`config.mk`:
```
export PLATFORM = sky130hd
export DESIGN_NAME = vsa_ctrl
export DESIGN_NICKNAME = d
export VERILOG_FILES = /design/src/hdl/vsa_pkg.sv /design/src/hdl/vsa_ctrl.sv
export SDC_FILE = /design/constraint.sdc
export NUM_CORES = 1
export LEC_CHECK = 0
export BUFFER_PORTS_ARGS = -buffer_cell sky130_fd_sc_hd__buf_2
export CAP_MARGIN = 20
export CORE_MARGIN = 4
export CORE_UTILIZATION = 30
export CTS_BUF_LIST = sky130_fd_sc_hd__clkbuf_16
export CTS_CLUSTER_DIAMETER = 120
export DETAILED_ROUTE_END_ITERATION = 8
export PLACE_DENSITY_LB_ADDON = 0.3
export SKIP_LAST_GASP = 1
export SYNTH_ARGS = -nofsm -noshare
export SYNTH_HDL_FRONTEND = slang
export SYNTH_SLANG_ARGS = --single-unit
```
`constraint.sdc`:
```
create_clock -name clk -period 4.8 [get_ports clk]
set_input_delay 0.48 -clock clk [delete_from_list [all_inputs] [get_ports clk]]
set_output_delay 0.48 -clock clk [all_outputs]
set_load 0.1 [all_outputs]
```
`src/hdl/vsa_pkg.sv`:
```
// Package for the versioned snapshot array unit.
// Holds operation and status codes, controller states and shared constants.
// Used by vsa_ctrl and versioned_snapshot_array_unit.
package vsa_pkg;

	localparam int VALUE_W  = 32;
	localparam int OP_W     = 2;
	localparam int STATUS_W = 2;

	localparam int DEF_MAX_INDICES   = 256;
	localparam int DEF_MAX_SNAPSHOTS = 64;
	localparam int DEF_ERA_ID_BITS   = 16;

	typedef enum logic [OP_W-1:0] {
		OP_SET   = 2'd0,
		OP_BEGIN = 2'd1,
		OP_GET   = 2'd2,
		OP_NOP   = 2'd3
	} op_t;

	typedef enum logic [STATUS_W-1:0] {
		ST_OK          = 2'd0,
		ST_UNKNOWN_ERA = 2'd1,
		ST_BAD_INDEX   = 2'd2,
		ST_FULL        = 2'd3
	} status_t;

	typedef enum logic [2:0] {
		S_CLEAR,
		S_IDLE,
		S_SEARCH,
		S_WALK,
		S_WAIT
	} state_t;

	typedef struct packed {
		logic clearing;
		logic searching;
		logic walking;
		logic waiting;
	} ctrl_flags_t;

endpackage

```
`src/hdl/vsa_ctrl.sv`:
```
// Sequencer of the versioned snapshot array: decodes transactions, drives both RAMs,
// clears the written marks after reset and holds the result register.
// Depends on vsa_pkg.
module vsa_ctrl #(
	parameter int MAX_INDICES   = 256,
	parameter int MAX_SNAPSHOTS = 64,
	parameter int ERA_ID_BITS   = 16,
	localparam int IDX_W   = $clog2(MAX_INDICES),
	localparam int SIZE_W  = $clog2(MAX_INDICES + 1),
	localparam int SLOT_W  = $clog2(MAX_SNAPSHOTS),
	localparam int VADDR_W = SLOT_W + IDX_W
) (
	input  logic                                  clk,
	input  logic                                  arst_n,
	input  logic [SIZE_W-1:0]                     array_size,
	input  logic                                  in_valid,
	output logic                                  in_stall,
	input  logic [vsa_pkg::OP_W-1:0]              op,
	input  logic [IDX_W-1:0]                      index,
	input  logic signed [vsa_pkg::VALUE_W-1:0]    value,
	input  logic [ERA_ID_BITS-1:0]                era_id,
	output logic                                  out_valid,
	input  logic                                  out_stall,
	output logic signed [vsa_pkg::VALUE_W-1:0]    read_value,
	output logic [vsa_pkg::STATUS_W-1:0]          status,
	output logic                                  era_we,
	output logic [SLOT_W-1:0]                     era_waddr,
	output logic [ERA_ID_BITS-1:0]                era_wdata,
	output logic [SLOT_W-1:0]                     era_raddr,
	input  logic [ERA_ID_BITS-1:0]                era_rdata,
	output logic                                  val_we,
	output logic [VADDR_W-1:0]                    val_waddr,
	output logic [vsa_pkg::VALUE_W:0]             val_wdata,
	output logic [VADDR_W-1:0]                    val_raddr,
	input  logic [vsa_pkg::VALUE_W:0]             val_rdata,
	output vsa_pkg::ctrl_flags_t                  flags
);

	import vsa_pkg::*;

	localparam int CNT_W  = $clog2(MAX_SNAPSHOTS + 1);
	localparam int VDEPTH = MAX_SNAPSHOTS * (2 ** IDX_W);

	state_t                      state_q, state_d;
	logic [CNT_W-1:0]            closed_q;
	logic [ERA_ID_BITS-1:0]      open_era_q;
	logic [VADDR_W-1:0]          clr_q;
	logic [SLOT_W-1:0]           ptr_q, ptr_d;
	logic [IDX_W-1:0]            idx_q;
	logic [ERA_ID_BITS-1:0]      era_q;
	logic signed [VALUE_W-1:0]   pend_value_q;
	status_t                     pend_status_q;
	logic                        out_valid_q;
	logic signed [VALUE_W-1:0]   read_value_q;
	status_t                     status_q;

	logic [SIZE_W-1:0]           limit;
	logic                        idx_ok;
	logic                        full;
	logic [SLOT_W-1:0]           closed_slot;
	logic [SLOT_W-1:0]           last_slot;
	logic [SLOT_W-1:0]           ptr_dec;
	logic                        out_free;
	logic                        accept;
	logic                        finish;
	logic                        capture;
	logic                        load_out;
	logic signed [VALUE_W-1:0]   res_value;
	status_t                     res_status;

	assign limit = (array_size > SIZE_W'(MAX_INDICES)) ? SIZE_W'(MAX_INDICES) : array_size;
	assign idx_ok = SIZE_W'(index) < limit;
	assign full = closed_q == CNT_W'(MAX_SNAPSHOTS);
	assign closed_slot = closed_q[SLOT_W-1:0];
	assign last_slot = SLOT_W'(closed_q - 1'b1);
	assign ptr_dec = ptr_q - 1'b1;
	assign out_free = !out_valid_q || !out_stall;
	assign accept = in_valid && !in_stall;

	always_ff @(posedge clk or negedge arst_n) begin
		if (!arst_n) begin
			state_q <= S_CLEAR;
		end else begin
			state_q <= state_d;
		end
	end

	always_comb begin
		state_d    = state_q;
		in_stall   = 1'b1;
		era_we     = 1'b0;
		era_waddr  = closed_slot;
		era_wdata  = open_era_q;
		era_raddr  = ptr_q;
		val_we     = 1'b0;
		val_waddr  = {closed_slot, index};
		val_wdata  = {1'b1, value};
		val_raddr  = {ptr_q, idx_q};
		ptr_d      = ptr_q;
		finish     = 1'b0;
		capture    = 1'b0;
		res_value  = '0;
		res_status = ST_OK;
		unique case (state_q)
			S_CLEAR: begin
				val_we    = 1'b1;
				val_waddr = clr_q;
				val_wdata = '0;
				if (clr_q == VADDR_W'(VDEPTH - 1)) begin
					state_d = S_IDLE;
				end
			end
			S_IDLE: begin
				in_stall  = 1'b0;
				era_raddr = last_slot;
				if (accept) begin
					unique case (op_t'(op))
						OP_SET: begin
							finish = 1'b1;
							if (!idx_ok) begin
								res_status = ST_BAD_INDEX;
							end else if (full) begin
								res_status = ST_FULL;
							end else begin
								val_we = 1'b1;
							end
						end
						OP_BEGIN: begin
							finish = 1'b1;
							if (full) begin
								res_status = ST_FULL;
							end else begin
								era_we = 1'b1;
							end
						end
						OP_GET: begin
							if (!idx_ok) begin
								finish     = 1'b1;
								res_status = ST_BAD_INDEX;
							end else if (closed_q == '0) begin
								finish     = 1'b1;
								res_status = ST_UNKNOWN_ERA;
							end else begin
								capture = 1'b1;
								ptr_d   = last_slot;
								state_d = S_SEARCH;
							end
						end
						default: begin
							finish = 1'b1;
						end
					endcase
				end
			end
			S_SEARCH: begin
				if (era_rdata == era_q) begin
					state_d = S_WALK;
				end else if (ptr_q == '0) begin
					finish     = 1'b1;
					res_status = ST_UNKNOWN_ERA;
				end else begin
					ptr_d     = ptr_dec;
					era_raddr = ptr_dec;
				end
			end
			S_WALK: begin
				if (val_rdata[VALUE_W]) begin
					finish    = 1'b1;
					res_value = val_rdata[VALUE_W-1:0];
				end else if (ptr_q == '0) begin
					finish = 1'b1;
				end else begin
					ptr_d     = ptr_dec;
					val_raddr = {ptr_dec, idx_q};
				end
			end
			S_WAIT: begin
				if (out_free) begin
					state_d = S_IDLE;
				end
			end
			default: begin
				state_d = S_IDLE;
			end
		endcase
		if (finish) begin
			state_d = out_free ? S_IDLE : S_WAIT;
		end
	end

	assign load_out = (finish || (state_q == S_WAIT)) && out_free;

	always_ff @(posedge clk or negedge arst_n) begin
		if (!arst_n) begin
			closed_q    <= '0;
			open_era_q  <= '0;
			clr_q       <= '0;
			ptr_q       <= '0;
			out_valid_q <= 1'b0;
		end else begin
			ptr_q <= ptr_d;
			if (state_q == S_CLEAR) begin
				clr_q <= clr_q + 1'b1;
			end
			if (era_we) begin
				closed_q   <= closed_q + 1'b1;
				open_era_q <= era_id;
			end
			if (load_out) begin
				out_valid_q <= 1'b1;
			end else if (!out_stall) begin
				out_valid_q <= 1'b0;
			end
		end
	end

	always_ff @(posedge clk) begin
		if (capture) begin
			idx_q <= index;
			era_q <= era_id;
		end
		if (finish && !out_free) begin
			pend_value_q  <= res_value;
			pend_status_q <= res_status;
		end
		if (load_out) begin
			read_value_q <= (state_q == S_WAIT) ? pend_value_q : res_value;
			status_q     <= (state_q == S_WAIT) ? pend_status_q : res_status;
		end
	end

	assign out_valid  = out_valid_q;
	assign read_value = read_value_q;
	assign status     = status_q;

	assign flags.clearing  = state_q == S_CLEAR;
	assign flags.searching = state_q == S_SEARCH;
	assign flags.walking   = state_q == S_WALK;
	assign flags.waiting   = state_q == S_WAIT;

endmodule

```
# --- After elaboration in Yosys (flattened, before gate mapping) ---
# Index checks and enable logic that the tools add are counted.
word_totals:
  reg_bits: 139
  latch_bits: 0
  mem_bits_rw: 0
  mem_bits_ro: 0
  inputBits: 120
  output_inout_bits: 131
  n_memories: 0
op_classes:
  add_sub_neg: 4
  mul: 0
  div_mod_pow: 0
  n_lt_le_gt_ge: 2
  n_eq_ne: 23
  shift: 0
  muxes: 62
  bitwise: 0
  reduce_logical: 15
ops:
  columns: ["operator", "count"]
  rows:
  - ["$mux W32", 3]
  - ["$mux W14", 4]
  - ["$mux W6", 7]
  - ["$mux W33", 1]
  - ["$mux W3", 9]
  - ["$mux W1", 25]
  - ["$pmux W6 S3", 1]
  - ["$eq A16 B16 Y1", 1]
  - ["$pmux W3 S5", 1]
  - ["$add A14 B1 Y14 const B", 1]
  - ["$eq A14 B14 Y1 const B", 1]
  - ["$pmux W6 S2", 1]
  - ["$sub A6 B1 Y6 const B", 2]
  - ["$mux W2", 5]
  - ["$gt A9 B9 Y1 const B", 1]
  - ["$lt A8 B9 Y1", 1]
  - ["$mux W9", 1]
  - ["$ne A3 B1 Y1 const B", 3]
  - ["$ne A3 B3 Y1 const B", 3]
  - ["$ne A2 B2 Y1 const B", 4]
  - ["$reduce_and A8 Y1", 1]
  - ["$add A7 B1 Y7 const B", 1]
  - ["$eq A7 B7 Y1 const B", 1]
  - ["$logic_not A7 Y1", 1]
  - ["19 further kinds", 27]

# --- Longest topological paths before layout ---
logic_depth:
  ltp_word: 10
  mapped_depth: 9

# --- Worst setup path after synthesis ---
# No wires, ideal clock.
synth_timing:
  path_type: "reg-to-output"
  from: "register state_q[2]"
  to: "output val_raddr[12]"
  arrival_ns: 3.528
  setup_slack_ns: 0.792
  stages_incl_launch_ff: 7
  path_cell_list: "dfrtp_1 -> clkbuf_1 -> nand2b_1 -> buf_2 -> or3_1 -> clkbuf_1 -> o31ai_1"
synth_via:
  elab_chain_len: 2
synth_rtl:
  columns: ["element", "line_no", "rtl"]
  rows:
  - ["start: declaration", "vsa_ctrl.sv:44", "state_t state_q, state_d;"]
  - ["start signal: assignment", "vsa_ctrl.sv:84", "state_q <= state_d;"]
  - ["$eq A3 B2 Y1", "vsa_ctrl.sv:104", "unique case (state_q)"]
  - ["$mux W14", "vsa_ctrl.sv:104", null]
  - ["end: declaration", "vsa_ctrl.sv:34", "output logic [VADDR_W-1:0] val_raddr,"]
# Every way passes these cells.

# --- Final worst setup path ---
layout_timing:
  from: "register era_q[0]"
  to: "output era_raddr[4]"
layout_via:
  elab_chain_len: 3
layout_rtl:
  columns: ["element", "line_no", "rtl"]
  rows:
  - ["start: declaration", "vsa_ctrl.sv:50", "logic [ERA_ID_BITS-1:0] era_q;"]
  - ["start signal: assignment", "vsa_ctrl.sv:220", "era_q <= era_id;"]
  - ["$eq A16 B16 Y1", "vsa_ctrl.sv:156", "if (era_rdata == era_q) begin"]
  - ["$mux W6", null, null]
  - ["$pmux W6 S2", "vsa_ctrl.sv:104", null]
  - ["end: declaration", "vsa_ctrl.sv:29", "output logic [SLOT_W-1:0] era_raddr,"]
# Every way passes these cells.

==> out/qor.csv <==
stage;metric;value;unit
floorplanning;Core Area;0.0219;sq mm
placement;Port Buffers;250;
timing;f_max;0.271;GHz
layout;Reg area;0.00394;sq mm
setup_path;Worst EP arrival;3.21;ns
placement;HPWL Detailed;13.0;mm
grt;first-pass GRT wire length;27.5;mm
setup_path;CP Data Required Time;4.32;ns
timing;Final setup viols;0;
timing;max_slew headroom;0.328;
layout;Final Net Count;938;
routing;remaining design rule violation count;0;
synth;post-synthesis mux area share;0.0392;
synth;Post-Syn Instances;565;
synth;area of the mapped netlist;0.00670;sq mm
floorplanning;die area;0.0248;sq mm
layout;fillers;2139;
floorplanning;Std-Cell Rows;54;
min_path;Worst Hold Class;input port to async pin;
setup_path;worst r2r src;ptr_q[0];
floorplanning;chip height;157;um
setup_path;Crit Path Max Fanout;10;
grt;largest net degree at the start of global routing;51;
setup_path;crit path kind;flip-flop to primary output;
clock_tree;CTS Buffer Depth;2;
grt;vias in the first global route;5129;
timing;fin crit share;0.769;
synth;XOR/XNOR Fraction of Synth Area;0.0562;
clock_tree;root buffer cell;clkbuf_16;
clock_tree;CTS resizes;0;
routing;routed wire length;17.5;mm
synth;YS warnings;0;
clock_tree;number of H-tree levels;4;
clock_tree;cts hold-fix bufs;0;
routing;routed len/inst;15.9;um
synth;flops & latches, synth;139;
clock_tree;Sink Count;139;
synth;Syn Nets;697;
timing;Slew Limit Fails;0;
timing;Setup TNS;0;ns
timing;worst-margin pin slew;1.01;ns
floorplanning;DIE WIDTH;157;um
layout;share of layout cells above drive strength 1;0.388;
synth;adder-cell share of the synthesized area;0.0224;
setup_path;worst reg2reg endpoint;read_value[16];
synth;simple logic cell fraction of the synthesized area;0.172;
routing;Initial DRT Pass Iterations;5;
grt;Total GRT Usage;0.142;
timing;Fin. Hold Viols;0;
routing;Post-DRT Antenna Nets;0;
synth;post-synthesis compound-gate area fraction;0.0921;
clock_tree;CTS tree;done;
routing;Vias;5098;
grt;total grt overflow;0;
synth;Synth Area per Inst;11.9;sq um
timing;Final Skew;0.0114;ns
floorplanning;Initial Util;0.306;
routing;Avg Vias per Cell;4.64;
floorplanning;io pins;251;
placement;Final GP Congestion;0.839;
status;outcome;completed;
job;Max Cap Viol;0;
clock_tree;Post-CTS Setup Bufs;0;
setup_path;R2R cell count;8;
clock_tree;Worst-Skew Late Latency;0.41;ns
grt;initial antenna violation count;1;
clock_tree;CTS buffer count;17;
setup_path;critical path capture point type;primary output;
synth;asr flop ratio synth;0.338;
layout;area of the multi-input gates;0.00258;sq mm
clock_tree;clock-pin transition on the worst setup and hold timing paths;0.06;ns
setup_path;r2r setup slk;1.80;ns
synth;count of flip-flops with a built-in enable after synthesis;92;
synth;combinational family with the most area after synthesis;simple AND/OR/NAND/NOR gates;
synth;dominant synthesized flop cell;edfxtp_1;
synth;sequential-to-total area share from yosys stat;0.588;
synth;Yosys cell types;52;
setup_path;Critical Path Start Type;flip-flop;
layout;ANT cells;0;
layout;P&R area growth vs syn;31.8;%
timing;Tmin final;3.69;ns
routing;initial drt markers;307;
timing;RSZ-0062 raised after global routing;no;
[cell families (layout without fill, tap and decap cells)]
family | after synthesis | after routing
DFF | 139 | 139
and+or+nand+nor | 220 | 220
adders and majority gates | 12 | 12
buffers and inverters | 46 | 300
xor gates and xnor gates | 43 | 43
muxes | 23 | 23
AOI/OAI and AO/OA | 82 | 82
[critical path: stages, from the launching register on]
cell and delay, ns:
edfxtp_1 0.39, xnor2_1 0.16, nand4_1 0.19, nor4_2 0.80, nor3_2 0.25, nor2_1 0.36
a221o_1 0.22, buf_2 0.43
[area by class of cell]
| type | instances | share of cell area |
|---|---|---|
| sequential | 139 | 0.446 |
| multi-input combinational | 380 | 0.292 |
| timing repair buffer | 257 | 0.150 |
| clock buffer | 17 | 0.0482 |
| tap | 280 | 0.0397 |
| clock inverter | 15 | 0.0193 |
| inverter | 11 | 0.00468 |
[stage by stage]
step	util	instance area [sq um]	cells	hold WS, ns	setup WS (ns)
after global routing	0.403	8830	1099	0.217	0.920
after global placement	0.375	8200	1066	0.468	1.45
after CTS	0.402	8800	1098	0.178	1.10
after floorplan	-	6700	565	0.184	0.792
final	0.403	8830	1099	0.168	1.11
after detailed placement	0.375	8200	1066	0.470	1.39
[Yosys cell counts (all sizes together), types with 10 or more instances]
cell / n / area [sq um]
nand2: 67 / 251
inv: 10 / 37.5
and2: 66 / 413
mux2: 23 / 263
nand4: 11 / 68.8
a21o: 33 / 248
ha: 12 / 150
nand3: 10 / 50.1
buf: 11 / 72.6
clkbuf: 24 / 90.1
xnor2: 35 / 307
nor2: 32 / 120
dfrtp: 47 / 1180
nand2b: 10 / 62.6
edfxtp: 92 / 2760
[cells in the final DEF (no fill, tap or decap), types with 6 or more instances in the layout]
| cell | instances |
|---|---|
| a21o_1 | 33 |
| a21oi_1 | 8 |
| a221o_1 | 6 |
| and2_1 | 66 |
| buf_2 | 250 |
| buf_4 | 6 |
| clkbuf_16 | 17 |
| dfrtp_1 | 47 |
| edfxtp_1 | 92 |
| ha_1 | 12 |
| inv_1 | 9 |
| inv_6 | 6 |
| mux2_2 | 19 |
| nand2_1 | 67 |
| nand2b_1 | 10 |
| nand3_1 | 10 |
| nand4_1 | 11 |
| nor2_1 | 30 |
| xnor2_1 | 35 |
| xor2_1 | 8 |
[how the worst max path moves through the flow]
stage / depth (start not counted) / startpoint / slack (ns) / to
2_1_floorplan: 6 / state_q[2] / 0.79 / val_raddr[12]
3_3_place_gp: 10 / array_size[8] / 1.45 / read_value[23]
3_5_place_dp: 8 / era_rdata[3] / 1.39 / era_raddr[4]
4_1_cts: 7 / era_q[0] / 1.10 / era_raddr[4]
5_1_grt: 7 / era_q[0] / 0.92 / era_raddr[4]
6_report: 7 / era_q[0] / 1.11 / era_raddr[4]
[routing by layer]
metal | global-route usage | up-vias | share of wire
met3 | 0.0437 | 16 | 0.093
met2 | 0.229 | 248 | 0.46
met4 | 0.0348 | 2 | 0.0097
met5 | 0 | - | 0.00040
met1 | 0.188 | 2364 | 0.43
li1 | - | 2468 | -
[flip-flops by register name, indices dropped and copies added, names as in the netlist]
name	count
read_value	32
era_wdata	16
state_q	3
status	2
pend_status_q	2
clr_q	14
ptr_q	6
idx_q	8
pend_value_q	32
closed_q	7
out_valid	1
era_q	16
Power is not shown: default switching activity piles up to over one toggle a cycle in this logic, so the estimate is an artifact.
